**config.mk**
```make
export PLATFORM = sky130hd
export DESIGN_NAME = hampd_front
export DESIGN_NICKNAME = d
export VERILOG_FILES = /design/src/hdl/hampd_pkg.sv /design/src/hdl/hampd_front.sv
export SDC_FILE = /design/constraint.sdc
export NUM_CORES = 1
export LEC_CHECK = 0
export BUFFER_PORTS_ARGS = -buffer_cell sky130_fd_sc_hd__clkbuf_2
export CAP_MARGIN = 25
export CORE_MARGIN = 3
export CORE_UTILIZATION = 35
export CTS_CLUSTER_SIZE = 12
export DETAILED_ROUTE_END_ITERATION = 8
export PLACE_DENSITY_LB_ADDON = 0.15
export REMOVE_ABC_BUFFERS = 1
export SKIP_CTS_REPAIR_TIMING = 1
export SLEW_MARGIN = 20
export SYNTH_ARGS = -nofsm -noshare
export SYNTH_HDL_FRONTEND = slang
export SYNTH_SLANG_ARGS = --single-unit
```
**constraint.sdc**
```tcl
create_clock -name clk -period 3.6 [get_ports clk]
set_clock_uncertainty 0.15 [all_clocks]
set_input_delay 0.9 -clock clk [delete_from_list [all_inputs] [get_ports clk]]
set_output_delay 0.9 -clock clk [all_outputs]
set_load 0.02 [all_outputs]
```
**src/hdl/hampd_pkg.sv**
```systemverilog
// Shared types and constants for the hold-and-modify palette pixel decoder.
`timescale 1ns / 1ps
`default_nettype none
package hampd_pkg;

  localparam int PALETTE_ENTRIES = 256;
  localparam int ADDR_W          = $clog2(PALETTE_ENTRIES);
  localparam int COLOR_W         = 24;
  localparam int CFG_INDEX_W     = 1;
  localparam int CFG_DATA_W      = 9;

  localparam logic [CFG_INDEX_W-1:0] CFG_COLOR_MODE    = 1'd0;
  localparam logic [CFG_INDEX_W-1:0] CFG_PALETTE_COUNT = 1'd1;

  localparam logic OP_PIXEL = 1'b0;
  localparam logic OP_WRITE = 1'b1;

  typedef enum logic [1:0] {
    MODE_PALETTE = 2'd0,
    MODE_HAM6    = 2'd1,
    MODE_HAM8    = 2'd2,
    MODE_DIRECT  = 2'd3
  } color_mode_t;

  typedef enum logic [1:0] {
    ACT_LOAD  = 2'd0,
    ACT_BLUE  = 2'd1,
    ACT_RED   = 2'd2,
    ACT_GREEN = 2'd3
  } ham_action_t;

  typedef struct packed {
    color_mode_t        mode;
    ham_action_t        action;
    logic               hit;
    logic               line_start;
    logic [7:0]         value;
    logic [COLOR_W-1:0] direct;
  } stage_t;

endpackage
`default_nettype wire

```
**src/hdl/hampd_front.sv**
```systemverilog
// Request decode, palette port control and the first pipeline register.
`timescale 1ns / 1ps
`default_nettype none
module hampd_front (
  input  wire logic                              clk,
  input  wire logic                              rst,
  input  wire logic                              in_valid,
  output      logic                              in_stall,
  input  wire logic                              operation,
  input  wire logic [23:0]                       pixel_value,
  input  wire logic                              line_start,
  input  wire logic [7:0]                        entry_index,
  input  wire logic [7:0]                        entry_red,
  input  wire logic [7:0]                        entry_green,
  input  wire logic [7:0]                        entry_blue,
  input  wire hampd_pkg::color_mode_t            color_mode,
  input  wire logic [hampd_pkg::CFG_DATA_W-1:0]  palette_count,
  input  wire logic                              advance,
  output      logic                              ram_we,
  output      logic [hampd_pkg::ADDR_W-1:0]      ram_waddr,
  output      logic [hampd_pkg::COLOR_W-1:0]     ram_wdata,
  output      logic                              ram_re,
  output      logic [hampd_pkg::ADDR_W-1:0]      ram_raddr,
  output      logic                              stage_valid,
  output      hampd_pkg::stage_t                 stage
);
  import hampd_pkg::*;

  localparam logic [CFG_DATA_W-1:0] ENTRIES = CFG_DATA_W'(PALETTE_ENTRIES);

  logic                  accept;
  logic [CFG_DATA_W-1:0] valid_count;
  logic [23:0]           index;
  stage_t                stage_next;
  logic                  stage_valid_next;

  assign in_stall = stage_valid && !advance;
  assign accept   = in_valid && !in_stall;

  assign valid_count = (palette_count > ENTRIES) ? ENTRIES : palette_count;

  always_comb begin
    unique case (color_mode)
      MODE_HAM6: index = {20'd0, pixel_value[3:0]};
      MODE_HAM8: index = {18'd0, pixel_value[5:0]};
      default:   index = pixel_value;
    endcase
  end

  assign ram_we    = accept && (operation == OP_WRITE) && ({1'b0, entry_index} < ENTRIES);
  assign ram_waddr = ADDR_W'(entry_index);
  assign ram_wdata = {entry_red, entry_green, entry_blue};
  assign ram_re    = accept && (operation == OP_PIXEL);
  assign ram_raddr = index[ADDR_W-1:0];

  always_comb begin
    stage_next.mode       = color_mode;
    stage_next.hit        = index < {15'd0, valid_count};
    stage_next.line_start = line_start;
    stage_next.direct     = {pixel_value[7:0], pixel_value[15:8], pixel_value[23:16]};
    if (color_mode == MODE_HAM6) begin
      stage_next.action = ham_action_t'(pixel_value[5:4]);
      stage_next.value  = {pixel_value[3:0], pixel_value[3:0]};
    end else begin
      stage_next.action = ham_action_t'(pixel_value[7:6]);
      stage_next.value  = {pixel_value[5:0], pixel_value[5:4]};
    end
  end

  always_comb begin
    stage_valid_next = stage_valid;
    if (advance) begin
      stage_valid_next = 1'b0;
    end
    if (ram_re) begin
      stage_valid_next = 1'b1;
    end
  end

  always_ff @(posedge clk) begin
    if (rst) begin
      stage_valid <= 1'b0;
    end else begin
      stage_valid <= stage_valid_next;
    end
    if (ram_re) begin
      stage <= stage_next;
    end
  end

endmodule
`default_nettype wire

```
==> results.sh <==
export IMPL_outcome="finished, final reports clean"
export IMPL_cts_inserted_buffers=5
export IMPL_holdPathEnd="stage_valid"
export IMPL_crit_type="input pin to output port"
export IMPL_clock_path_buffers=2
export IMPL_nFillCells=508
export IMPL_p_per_area_nw_per_um2=422.3
export IMPL_ys_types=24
export IMPL_postSynthCellCount=145
export IMPL_grt_pass1_wl_um=7155
export IMPL_num_antenna_cells=0
export IMPL_die_area_um2=6312
export IMPL_die_w_um=79.45
export IMPL_gr_total_overflow=0
export IMPL_yosysWarningCount=0
export IMPL_via_count=1291
export IMPL_r2r_end="stage[18]"
export IMPL_fin_crit_sh_pct=78.51
export IMPL_wl_met3_um=733
export IMPL_area_growth_pct=19.02
export IMPL_firstDrtPassIters=3
export IMPL_top_layer_used="met5"
export IMPL_final_core_util_pct=43.44
export IMPL_start_util_pct=36.50
export IMPL_slew_viol_final=0
export IMPL_worst_path_buf_inv=3
export IMPL_first_global_vias=1397
export IMPL_cp_common_cell="clkbuf_2"
export IMPL_port_buffers=90
export IMPL_synth_seq_area_share_pct=61.50
export IMPL_path_delay_family="adder cells"
export IMPL_drt_iter0_markers=34
export IMPL_ff2ff_setup_slack_ns=2.02
export IMPL_syn_avg_cell_area_um2=13.02
export IMPL_met1_length_um=1974
export IMPL_netlist_area_um2=1888
export IMPL_reg2reg_from="stage_valid"
export IMPL_wl_um=4757
export IMPL_endpoint_kind="output port"
export IMPL_finalSetupViolCount=0
export IMPL_fin_cells=277
export IMPL_crit_path_max_incr_delay_ns=0.34
export IMPL_grt_setup_unrepaired="false"
export IMPL_hp_start="stage_valid"
export IMPL_core_um2=5172
export IMPL_slowest_stage="ha_1"
export IMPL_drtAntennaViolNets=0
export IMPL_cts_tree="done"
export IMPL_fin_crit_ns=2.826
export IMPL_nets=289
export IMPL_cap_violations=0
export IMPL_p_leak_nw=1.014
export IMPL_antenna_found_initial=0
export IMPL_worst_ir_drop_vdd_uv=135.2
export IMPL_hpwl_um=3927
export IMPL_tightest_slew_ns=0.4883
export IMPL_placed_cells=269
export IMPL_startpoint_type="input pin"
export IMPL_hold_path_class="register to register"
export IMPL_die_y_um=79.45
export IMPL_fmax_mhz=353.8
export IMPL_crit_arrival_ns=1.78
export IMPL_path_clk_slew_ns=0.06
export IMPL_worstPathMaxFanout=6
export IMPL_post_drt_wl_per_cell_um=17.17
export IMPL_cts_root_buffer="clkbuf_8"
export IMPL_wl_met2_um=1947
export IMPL_numClockSinks=39
export IMPL_layout_drive_gt1_share_pct=50.24
export IMPL_clock_latency_ns=0.27
export IMPL_globalplace_congestion=0.7748
export IMPL_via_per_inst=4.661
export IMPL_grt_start_max_net_pins=40
export IMPL_hold_slack_ns=0.5094
export IMPL_grt_usage_pct=15.97
export IMPL_required_ns=2.55
export IMPL_synth_ff_latch_count=39
export IMPL_drc_errors=0
export IMPL_finalPower_mw=0.9489
export IMPL_slew_headroom_pct=67.45
export IMPL_pin_count=155
export IMPL_floorplan_rows=26
export IMPL_hold_depth=3
export IMPL_cp_cell_sequence="clkbuf_2 -> inv_1 -> ha_1 -> o21a_1 -> clkbuf_2"
export IMPL_r2r_cells=4
export IMPL_finalHoldViolations=0
export IMPL_htreeDepth=2
==> per-stage QoR <==
stage | setup TNS, ns | instance area [um2] | setup WS, ns
after floorplan | -0.4099 | 1614 | -0.4099
after global placement | 0 | 2167 | 0.7535
after detailed placement | 0 | 2167 | 0.6744
after CTS | 0 | 2247 | 0.7744
after global routing | 0 | 2247 | 0.7088
final | 0 | 2247 | 0.7735
==> worst register-to-register path, stage by stage (launching register included) <==
cell      delay [ns]
dfxtp_1         0.31
nand2b_1        0.10
nand2_1         0.09
nor2_4          0.12
buf_4           0.44
==> cell families (layout without fill, tap and decap cells) <==
| kind of cell | count (synthesis) | in the layout | share of synthesized area (%) |
|---|---|---|---|
| buf+inv | 45 | 107 | 16.10 |
| flops | 39 | 39 | 61.50 |
| simple gates | 35 | 35 | 9.875 |
| compound gates | 14 | 14 | 4.705 |
| fa+ha+maj | 10 | 10 | 6.627 |
| mux | 2 | 2 | 1.193 |
==> routing by layer <==
metal,GRT usage [%],vias to the layer above
met4,5.155,2
met5,6.364,-
met1,18.73,576
met3,11.51,8
met2,22.20,111
li1,-,594
==> report_power, final <==
part	internal [mW]	switching [mW]	total, mW	leakage (nW)
Sequential	0.524	0.00517	0.529	0.364
Combinational	0.0563	0.0951	0.151	0.609
Clock	0.132	0.136	0.268	0.0403
Total	0.712	0.237	0.949	1.01
==> layout by cell type (no fill, tap or decap), types with 3 or more instances in the layout <==
cell type / instances
edfxtp_1: 38
nand2_1: 17
nand2b_1: 3
clkbuf_2: 90
ha_1: 10
clkinv_1: 3
clkbuf_8: 5
o21ai_0: 7
and2_1: 3
nor4_2: 3
inv_1: 7
==> layout make-up <==
| type | instances | area [um2] | share of cell area [%] |
|---|---|---|---|
| clock inverter | 2 | 7.507 | 0.3341 |
| tap | 70 | 87.58 | 3.898 |
| sequential | 39 | 1161 | 51.67 |
| inverter | 8 | 30.03 | 1.336 |
| multi-input combinational | 61 | 430.4 | 19.15 |
| clock buffer | 6 | 72.57 | 3.229 |
| timing repair buffer | 91 | 457.9 | 20.38 |
==> sequential cells by signal, summed over array words and instances, names as in the netlist <==
signal       count
stage           38
stage_valid      1
==> worst max path at each step <==
stage	cells after the start	startpoint	endpoint
after floorplan	3	advance	ram_re
after global placement	9	color_mode[0]	stage[33]
after detailed placement	9	color_mode[0]	stage[33]
after CTS	5	color_mode[0]	ram_raddr[5]
after global routing	5	color_mode[0]	ram_raddr[6]
final	5	color_mode[0]	ram_raddr[5]
==> Yosys cell counts (all sizes together) <==
cell type,count,area [um2]
edfxtp,38,1141
a221o,1,10.01
o21ba,1,10.01
ha,10,125.1
nand2,17,63.81
nand3,1,5.000
and2,3,18.77
nand2b,3,18.77
a21oi,3,18.77
nor2,3,11.26
dfxtp,1,20.02
and3,1,6.260
o21a,2,15.01
clkinv,1,3.750
nor4b,1,8.760
mux2,2,22.52
inv,7,26.28
nor3,2,10.01
buf,36,270.3
clkbuf,1,3.750
nor4,3,37.54
nand4,1,6.260
o21ai,7,35.03
No activity file was read; power rests on OpenSTA's default activity.
